[config.mk]
export PLATFORM = sky130hd
export DESIGN_NAME = abaf_ctrl
export DESIGN_NICKNAME = d
export VERILOG_FILES = /design/src/hw/rtl/abaf_pkg.sv /design/src/hw/rtl/abaf_ctrl.sv
export SDC_FILE = /design/constraint.sdc
export NUM_CORES = 1
export LEC_CHECK = 0
export BUFFER_PORTS_ARGS = -buffer_cell sky130_fd_sc_hd__clkbuf_2
export CAP_MARGIN = 20
export CORE_AREA = 5 5 42 44
export DETAILED_ROUTE_END_ITERATION = 8
export DIE_AREA = 0 0 47 49
export GPL_TIMING_DRIVEN = 1
export SLEW_MARGIN = 20
export SYNTH_ARGS = -nofsm -noshare
export SYNTH_HDL_FRONTEND = slang
export SYNTH_SLANG_ARGS = --single-unit
[constraint.sdc]
create_clock -name clk -period 3.1 [get_ports clk]
set_input_delay 0.465 -clock clk [delete_from_list [all_inputs] [get_ports clk]]
set_output_delay 0.465 -clock clk [all_outputs]
set_load 0.01 [all_outputs]
[src/hw/rtl/abaf_pkg.sv]
package abaf_pkg;

	localparam logic [1:0] REG_IMAGE_WIDTH  = 2'd0;
	localparam logic [1:0] REG_IMAGE_HEIGHT = 2'd1;
	localparam logic [1:0] REG_WINDOW_SIZE  = 2'd2;
	localparam logic [1:0] REG_THRESHOLD    = 2'd3;

	localparam logic [10:0] RST_IMAGE_WIDTH  = 11'd640;
	localparam logic [10:0] RST_IMAGE_HEIGHT = 11'd480;
	localparam logic [3:0]  RST_WINDOW_SIZE  = 4'd5;
	localparam logic [16:0] RST_THRESHOLD    = 17'd15360;

	localparam logic OP_PIXEL = 1'b0;
	localparam logic OP_DRAIN = 1'b1;

	localparam logic [3:0] CMD_NONE   = 4'd0;
	localparam logic [3:0] CMD_ACCEPT = 4'd1;
	localparam logic [3:0] CMD_SUM    = 4'd2;
	localparam logic [3:0] CMD_MUL1   = 4'd3;
	localparam logic [3:0] CMD_MUL2   = 4'd4;
	localparam logic [3:0] CMD_MUL3   = 4'd5;
	localparam logic [3:0] CMD_CMP    = 4'd6;
	localparam logic [3:0] CMD_DIV    = 4'd7;
	localparam logic [3:0] CMD_EMIT   = 4'd8;

	typedef struct packed {
		logic [3:0] code;
	} dp_cmd_t;

	typedef struct packed {
		logic step_ready;
		logic sum_done;
		logic div_done;
		logic out_free;
	} dp_status_t;

endpackage

[src/hw/rtl/abaf_ctrl.sv]
module abaf_ctrl import abaf_pkg::*; (
	input  logic       clk,
	input  logic       arst_n,
	input  logic       s_tvalid,
	output logic       s_tready,
	input  dp_status_t status,
	output dp_cmd_t    cmd
);

	localparam logic [3:0] ST_IDLE = 4'd0;
	localparam logic [3:0] ST_STEP = 4'd1;
	localparam logic [3:0] ST_SUM  = 4'd2;
	localparam logic [3:0] ST_MUL1 = 4'd3;
	localparam logic [3:0] ST_MUL2 = 4'd4;
	localparam logic [3:0] ST_MUL3 = 4'd5;
	localparam logic [3:0] ST_CMP  = 4'd6;
	localparam logic [3:0] ST_DIV  = 4'd7;
	localparam logic [3:0] ST_EMIT = 4'd8;

	logic [3:0] state_q;
	logic [3:0] state_d;

	assign s_tready = (state_q == ST_IDLE);

	always_comb begin
		state_d  = state_q;
		cmd.code = CMD_NONE;
		case (state_q)
			ST_IDLE: begin
				if (s_tvalid) begin
					cmd.code = CMD_ACCEPT;
					state_d  = ST_STEP;
				end
			end
			ST_STEP: begin
				if (status.step_ready) begin
					cmd.code = CMD_SUM;
					state_d  = ST_SUM;
				end else begin
					state_d = ST_IDLE;
				end
			end
			ST_SUM: begin
				if (status.sum_done) begin
					state_d = ST_MUL1;
				end
			end
			ST_MUL1: begin
				cmd.code = CMD_MUL1;
				state_d  = ST_MUL2;
			end
			ST_MUL2: begin
				cmd.code = CMD_MUL2;
				state_d  = ST_MUL3;
			end
			ST_MUL3: begin
				cmd.code = CMD_MUL3;
				state_d  = ST_CMP;
			end
			ST_CMP: begin
				cmd.code = CMD_CMP;
				state_d  = ST_DIV;
			end
			ST_DIV: begin
				if (status.div_done) begin
					state_d = ST_EMIT;
				end else begin
					cmd.code = CMD_DIV;
				end
			end
			ST_EMIT: begin
				if (status.out_free) begin
					cmd.code = CMD_EMIT;
					state_d  = ST_IDLE;
				end
			end
			default: begin
				state_d = ST_IDLE;
			end
		endcase
	end

	always_ff @(posedge clk or negedge arst_n) begin
		if (!arst_n) begin
			state_q <= ST_IDLE;
		end else begin
			state_q <= state_d;
		end
	end

endmodule

==> summary.txt, run 1 <==
Outcome
  – Result of the run: finished clean

Critical path
  – Reg2Reg Launch Point: state_q[0]
  – Kind of start point of the critical path: flop
  – Required time of the critical path: 2630 ps
  – Worst-case register-to-register setup slack: 1940 ps
  – CP arrival: 1480 ps
  – Largest fanout of any net on the critical path: 8
  – Kind of capture point of the worst setup path: output port
  – Critical path capture point: cmd[0]
  – Setup crit start: state_q[0]
  – Number of cells on the worst reg-to-reg path: 3
  – Worst setup path class: reg2out
  – Endpoint of the worst register-to-register path: state_q[2]

Clock tree
  – Hold buffers post-CTS: 0
  – Clock tree from TritonCTS: built
  – Clock transition at the register clock pins on the worst setup and hold paths after CTS: 30 ps
  – Max Buffers Root-to-Sink: 2
  – Number of resized instances in the post-cts repair step: 0
  – Cts bufs inserted: 3
  – Setup bufs post-CTS: 0
  – Number of clock sinks: 4
  – Skew-Pair Late Insertion Delay: 230 ps
  – Library cell used as clock root buffer: sky130_fd_sc_hd__clkbuf_4
  – Number of levels the H-tree was split into: 1

Run
  – Max-cap violation count: 0

Cells and area
  – Commonest cells after routing, fill and taps aside: 11 x sky130_fd_sc_hd__clkbuf_2, 6 x sky130_fd_sc_hd__nand2_1, 4 x sky130_fd_sc_hd__dfrtp_1, 3 x sky130_fd_sc_hd__nand3_1, 3 x sky130_fd_sc_hd__clkbuf_4
  – Area Growth Syn to Fin: 16.80%
  – Flip-flop and latch area: 100.1 um2
  – Area taken by multi-input logic gates: 157.7 um2
  – Most common library cell in the layout ignoring fill and taps: sky130_fd_sc_hd__clkbuf_2
  – Flip-flop count of the largest register after layout: 4
  – Filler cell count: 169
  – Proportion of layout cells with a drive suffix above 1: 0.3542
  – Largest registers in the final layout: state_q x4
  – Utilization of the core after routing: 0.2607
  – Register with the highest flop count: state_q
  – Nets@finish: 57
  – Number of diodes added for antenna fixing: 0

STA
  – Final Skew: 1.021 ps
  – Unrepaired setup endpoints after global routing: no
  – Achievable clock frequency: 515.2 MHz
  – Shortest period the worst path allows: 1941 ps
  – Setup violation total in the final timing report: 0
  – TNS Setup: 0 ps
  – Hold Slack: 33.48 ps
  – Total count of max-transition violations in the final report: 0
  – Final cycle utilization of the critical path: 0.6262
  – Setup ws final: 1159 ps
  – Slew at the pin closest to its max-slew limit: 336.8 ps
  – Hold Fails Final Rpt: 0
  – Headroom to the max-slew limit: 0.7755

Drt
  – Routed wire length: 681 um
  – Number of violations reported at the end of detailed-routing iteration 0: 5
  – Post-detailed-route DRC marker count: 0
  – Vias per inst: 4.578
  – Number of search-and-repair iterations in the first detailed-routing pass: 3
  – Total number of vias: 293
  – Post-DR wirelength/cell: 10.64 um
  – Final antenna-violating net count: 0

Placement
  – Count of buffers inserted at the top-level ports: 11
  – Detail Placement HPWL: 539.7 um
  – RD Place Congestion: 0.8112
  – Worst slack after detailed placement: 1385 ps

Synth
  – Average cell area after synthesis: 8.232 um2
  – Number of warning messages in the yosys log: 0
  – Top cell type's share of synthesized area: 0.3200
  – Distinct cell type count after synthesis: 20
  – Biggest area consumer among synthesized cells: sky130_fd_sc_hd__dfrtp_1
  – Syn Nets: 45
  – Sequential area share after synthesis: 0.3200
  – Largest cells by area after synthesis: sky130_fd_sc_hd__dfrtp_1 32%, sky130_fd_sc_hd__buf_6 14%, sky130_fd_sc_hd__nand2_1 7.2%
  – Area of the mapped netlist: 312.8 um2
  – Post-synthesis sequential element count: 4
  – Cells after Synth: 38

Pwr
  – Worst vdd ir: 0.0002156 V
  – Net Sw Power: 169.7 uW
  – Portion of total power attributed to combinational logic: 0.478
  – Static Leak: 0.0001756 uW
  – Share of total power in the clock network: 0.160
  – Portion of total power attributed to sequential cells: 0.362
  – Design internal power: 208.1 uW
  – Power Dens Cells: 1034 nW/um2
  – Switching Share: 0.4492

GRT
  – Met1 usage: 0.08889
  – Congestion Overflow GR: 0
  – GR Util met2: 0.1063
  – Busiest grt layer: met2
  – Overall routing resource usage: 0.07491
  – Antenna violations before repair: 0
  – Pin count of the biggest net entering global routing: 12
  – Global-route track usage on met3: 0.01476
  – Wire length of the first global-routing pass: 1221 um
  – Via count of the first global-routing pass: 304

Floorplan
  – Area of the core region: 1401 um2
  – Total number of placement rows: 14
  – Die span in x: 47 um
  – I/O pin total: 12
  – DIE HEIGHT: 49 um
  – Area enclosed by the die boundary: 2303 um2
  – Initial cell density of the core: 0.2232

Worst hold path
  – Worst hold-check path type: in2async
[Yosys cell counts]
master	n
sky130_fd_sc_hd__dfrtp_1	4
sky130_fd_sc_hd__nor2b_1	2
sky130_fd_sc_hd__a211oi_1	1
sky130_fd_sc_hd__o21ai_0	2
sky130_fd_sc_hd__and3_1	1
sky130_fd_sc_hd__or3_4	1
sky130_fd_sc_hd__o22ai_1	1
sky130_fd_sc_hd__a21oi_1	2
sky130_fd_sc_hd__a221oi_1	1
sky130_fd_sc_hd__nor3_1	2
sky130_fd_sc_hd__nor4_1	1
sky130_fd_sc_hd__nor2_1	2
sky130_fd_sc_hd__a31oi_1	1
sky130_fd_sc_hd__inv_1	1
sky130_fd_sc_hd__buf_6	4
sky130_fd_sc_hd__nand3_1	3
sky130_fd_sc_hd__inv_4	1
sky130_fd_sc_hd__nand2_1	6
sky130_fd_sc_hd__mux2_2	1
sky130_fd_sc_hd__nand2b_1	1
[power groups by stage]
stage	combinational (uW)	clock [uW]	sequential, uW
6_report	181	60.5	137
4_1_cts	183	63.4	137
5_1_grt	205	70.6	145
3_5_place_dp	183	0	137
3_3_place_gp	183	0	136
2_1_floorplan	215	0	87.0
[cells by family after synthesis]
| logic type | Yosys count | share of synthesized area |
|---|---|---|
| mux | 1 | 0.03600 |
| buf+inv | 6 | 0.1760 |
| simple gates | 19 | 0.3120 |
| flops | 4 | 0.3200 |
| compound gates | 8 | 0.1560 |
[worst min path at each step]
stage,depth (start not counted),startpoint,slack [ps],end
after detailed placement,1,arst_n,270,state_q[2]
final,1,arst_n,30,state_q[1]
after global routing,1,arst_n,20,state_q[0]
after floorplan,0,arst_n,170,state_q[0]
after CTS,1,arst_n,30,state_q[2]
after global placement,1,arst_n,270,state_q[3]
[cell type report]
type | count | area share
clock buffers | 3 | 0.06164
well taps | 16 | 0.05479
multi-input cells | 28 | 0.4315
inverters | 2 | 0.02740
flip-flops and latches | 4 | 0.2740
repair buffers | 11 | 0.1507
[per-stage QoR]
stage	cells	area (um2)	total power, uW
2_1_floorplan	38	312.8	301.5
3_3_place_gp	61	342.8	319.2
3_5_place_dp	61	342.8	319.5
4_1_cts	64	365.4	383.2
5_1_grt	64	365.4	420.7
6_report	64	365.4	377.8
[critical path, cell delays in order (launching register included)]
cell	delay, ps
sky130_fd_sc_hd__dfrtp_1	500
sky130_fd_sc_hd__inv_4	60
sky130_fd_sc_hd__or3_4	370
sky130_fd_sc_hd__a31oi_1	160
sky130_fd_sc_hd__clkbuf_2	150
[routing by layer]
metal  wire (um)  up-vias
met5           0        -
met4           0        0
met3          42        0
met2         335        7
met1         302      131
li1            -      155
Note: power is estimated with default switching activity, not from simulation.
==> inputs of run 2 (changes only) <==
- clock period: 3.1 -> 1.7 ns (I/O delays scaled with it)
==> run 2 against run 1 <==
Die area did not move. Power rose by 110%. Clock skew barely moved. Clock-buffer cell count did not move. Sequential power rose by 69%. Worst hold slack improved by 280 ps. Routed wire length rose by 14%. Final cell count rose by 7.8%. Utilization rose by 3.5 points. Setup slack got worse by 1100 ps. Non-clock buffer count rose by 5. Global-route usage rose by 0.43 points. Critical endpoint unchanged. Largest cell class unchanged. Largest power group unchanged.
==> summary.txt, run 2 (synthesis results as in run 1) <==
Cells and area
  – Flip-flop count of the largest register after layout: 4 (unchanged)
  – Utilization of the core after routing: 0.2955 (was 0.2607)
  – Register with the highest flop count: state_q (unchanged)
  – Most common library cell in the layout ignoring fill and taps: sky130_fd_sc_hd__clkbuf_2 (unchanged)
  – Area Growth Syn to Fin: 32.40% (was 16.80%)
  – Number of diodes added for antenna fixing: 0 (unchanged)
  – Nets@finish: 62 (was 57)
  – Largest registers in the final layout: state_q x4 (unchanged)
  – Commonest cells after routing, fill and taps aside: 10 x sky130_fd_sc_hd__clkbuf_2, 6 x sky130_fd_sc_hd__nand2_1, 4 x sky130_fd_sc_hd__buf_4 (was 11 x sky130_fd_sc_hd__clkbuf_2, 6 x sky130_fd_sc_hd__nand2_1, 4 x sky130_fd_sc_hd__dfrtp_1, 3 x sky130_fd_sc_hd__nand3_1, 3 x sky130_fd_sc_hd__clkbuf_4)
  – Proportion of layout cells with a drive suffix above 1: 0.4717 (was 0.3542)
  – Filler cell count: 161 (was 169)

STA
  – Final cycle utilization of the critical path: 0.9462
  – Shortest period the worst path allows: 1609 ps
  – Setup violation total in the final timing report: 0 (unchanged)
  – Final Skew: 0.9011 ps (was 1.021 ps)
  – Slew at the pin closest to its max-slew limit: 271.1 ps (was 336.8 ps)
  – TNS Setup: 0 ps (unchanged)
  – Achievable clock frequency: 621.7 MHz
  – Setup ws final: 91.46 ps (was 1159 ps)
  – Total count of max-transition violations in the final report: 0 (unchanged)
  – Hold Fails Final Rpt: 0 (unchanged)
  – Headroom to the max-slew limit: 0.8193 (was 0.7755)

Pwr
  – Portion of total power attributed to combinational logic: 0.558 (was 0.478)
  – Static Leak: 0.0001975 uW (was 0.0001756 uW)
  – Total power after layout: 792.9 uW (was 377.8 uW)
  – Switching Share: 0.4310 (was 0.4492)
  – Worst vdd ir: 0.0004905 V (was 0.0002156 V)
  – Design internal power: 451.2 uW (was 208.1 uW)
  – Share of total power in the clock network: 0.150 (was 0.160)
  – Power Dens Cells: 1915 nW/um2 (was 1034 nW/um2)
  – Net Sw Power: 341.7 uW (was 169.7 uW)
  – Portion of total power attributed to sequential cells: 0.291 (was 0.362)

Clock tree
  – Clock tree from TritonCTS: built (unchanged)
  – Max Buffers Root-to-Sink: 2 (unchanged)
  – Clock transition at the register clock pins on the worst setup and hold paths after CTS: 40 ps (was 30 ps)
  – Number of clock sinks: 4 (unchanged)
  – Library cell used as clock root buffer: sky130_fd_sc_hd__clkbuf_4 (unchanged)
  – Cts bufs inserted: 3 (unchanged)
  – Number of levels the H-tree was split into: 1 (unchanged)
  – Skew-Pair Late Insertion Delay: 240 ps (was 230 ps)

Placement
  – Worst slack after detailed placement: 189.2 ps (was 1385 ps)
  – Count of buffers inserted at the top-level ports: 11 (unchanged)
  – Detail Placement HPWL: 560.2 um (was 539.7 um)
  – RD Place Congestion: 0.8043 (was 0.8112)

Critical path
  – Kind of start point of the critical path: flop (unchanged)
  – Number of cells on the worst reg-to-reg path: 4 (was 3)
  – Worst-case register-to-register setup slack: 560 ps (was 1940 ps)
  – Kind of capture point of the worst setup path: output port (unchanged)
  – Endpoint of the worst register-to-register path: state_q[0] (was state_q[2])
  – Worst setup path class: reg2out (unchanged)
  – Reg2Reg Launch Point: state_q[1] (was state_q[0])
  – Largest fanout of any net on the critical path: 6 (was 8)
  – Slowest-stage cell, CP: sky130_fd_sc_hd__dfrtp_2 (was sky130_fd_sc_hd__dfrtp_1)
  – Max stage delay on crit path: 440 ps (was 500 ps)
  – Cell breakdown of the critical path: inv_4 > or3_4 > a31oi_1 > buf_2 (was inv_4 > or3_4 > a31oi_1 > clkbuf_2)
  – Required time of the critical path: 1440 ps (was 2630 ps)
  – CP arrival: 1350 ps (was 1480 ps)

GRT
  – Congestion Overflow GR: 0 (unchanged)
  – Overall routing resource usage: 0.07921 (was 0.07491)
  – Antenna violations before repair: 0 (unchanged)
  – Wire length of the first global-routing pass: 1248 um (was 1221 um)
  – Pin count of the biggest net entering global routing: 11 (was 12)
  – Via count of the first global-routing pass: 301 (was 304)

Drt
  – Vias per inst: 4.768 (was 4.578)
  – Total number of vias: 329 (was 293)
  – Post-detailed-route DRC marker count: 0 (unchanged)
  – Number of violations reported at the end of detailed-routing iteration 0: 7 (was 5)
  – Final antenna-violating net count: 0 (unchanged)
  – Routed wire length: 775 um (was 681 um)
  – Number of search-and-repair iterations in the first detailed-routing pass: 4 (was 3)
  – Post-DR wirelength/cell: 11.23 um (was 10.64 um)

Worst hold path
  – Beginning of the worst hold path: status[0]
  – Worst hold path stage count: 4
  – Terminating pin of the worst hold path: state_q[3]
  – Worst hold-check path type: in2reg (was in2async)

Floorplan
  – Area of the core region: 1401 um2 (unchanged)
  – Area enclosed by the die boundary: 2303 um2 (unchanged)
  – Die span in x: 47 um (unchanged)
  – DIE HEIGHT: 49 um (unchanged)
  – I/O pin total: 12 (unchanged)
  – Total number of placement rows: 14 (unchanged)
  – Initial cell density of the core: 0.2232 (unchanged)

Run
  – Max-cap violation count: 0 (unchanged)

Outcome
  – Result of the run: finished clean (unchanged)
[run 2: cell count changes in the layout (fill, tap and decap cells not counted), sizes merged]
cell | previous run | this run
clkbuf | 14 | 13
dlygate4sd3 | 0 | 1
buf | 0 | 5
[run 2: per-layer routing]
metal | GRT usage | up-vias | part of all wire
met5 | 0 | - | 0
met4 | 0.08295 | 0 | 0.025
met3 | 0.03321 | 2 | 0.077
met2 | 0.09955 | 11 | 0.49
met1 | 0.09131 | 154 | 0.41
li1 | - | 162 | -
[run 2: worst max-delay path by stage]
stage	start	endpoint	slack [ps]	depth (start not counted)
2_1_floorplan	state_q[0]	cmd[0]	360	4
3_3_place_gp	state_q[0]	cmd[0]	210	4
3_5_place_dp	state_q[0]	cmd[0]	190	4
4_1_cts	state_q[0]	cmd[0]	10	4
5_1_grt	state_q[0]	cmd[0]	-1	4
6_report	state_q[0]	cmd[0]	90	4
[run 2: final cells by class]
type                            instances  area, um2  area share
Multi-Input combinational cell         28      162.7      0.3927
Timing Repair Buffer                   16      95.09      0.2296
Tap cell                               16      20.02     0.04834
Clock buffer                            3      22.52     0.05438
Sequential cell                         4      103.9      0.2508
Inverter                                2      10.01     0.02417
[run 2: critical path: cells and delay by family (launching register included)]
kind                   cells  cell delay [ps]
flip-flops                 1              440
AND/OR/NAND/NOR            1              360
buffers and inverters      2              200
AO/OA/AOI/OAI              1              120
[run 2: power by group through the flow]
stage | clock [uW] | sequential [uW] | combinational (uW)
detailed placement | 0 | 238 | 365
CTS | 123 | 240 | 368
finish | 119 | 231 | 443
floorplan | 0 | 159 | 391
global placement | 0 | 230 | 368
global route | 135 | 241 | 493
[run 2: what timing repair did]
item                                   in CTS  in global routing
hold buffers                                1                  0
setup endpoints to repair                   1                  1
pin swaps                                   0                  1
endpoints found under the hold margin       4                  0
resized for setup                           2                  3
buffers inserted                            0                  3
[run 2: stage by stage]
| step | cell area (um2) | instances | hold WS, ps |
|---|---|---|---|
| 5_1_grt | 414.1 | 69 | 342.4 |
| 2_1_floorplan | 312.8 | 38 | -40.59 |
| 3_3_place_gp | 350.3 | 62 | 63.06 |
| 6_report | 414.1 | 69 | 314.4 |
| 3_5_place_dp | 350.3 | 62 | 61.27 |
| 4_1_cts | 385.4 | 66 | 309.8 |
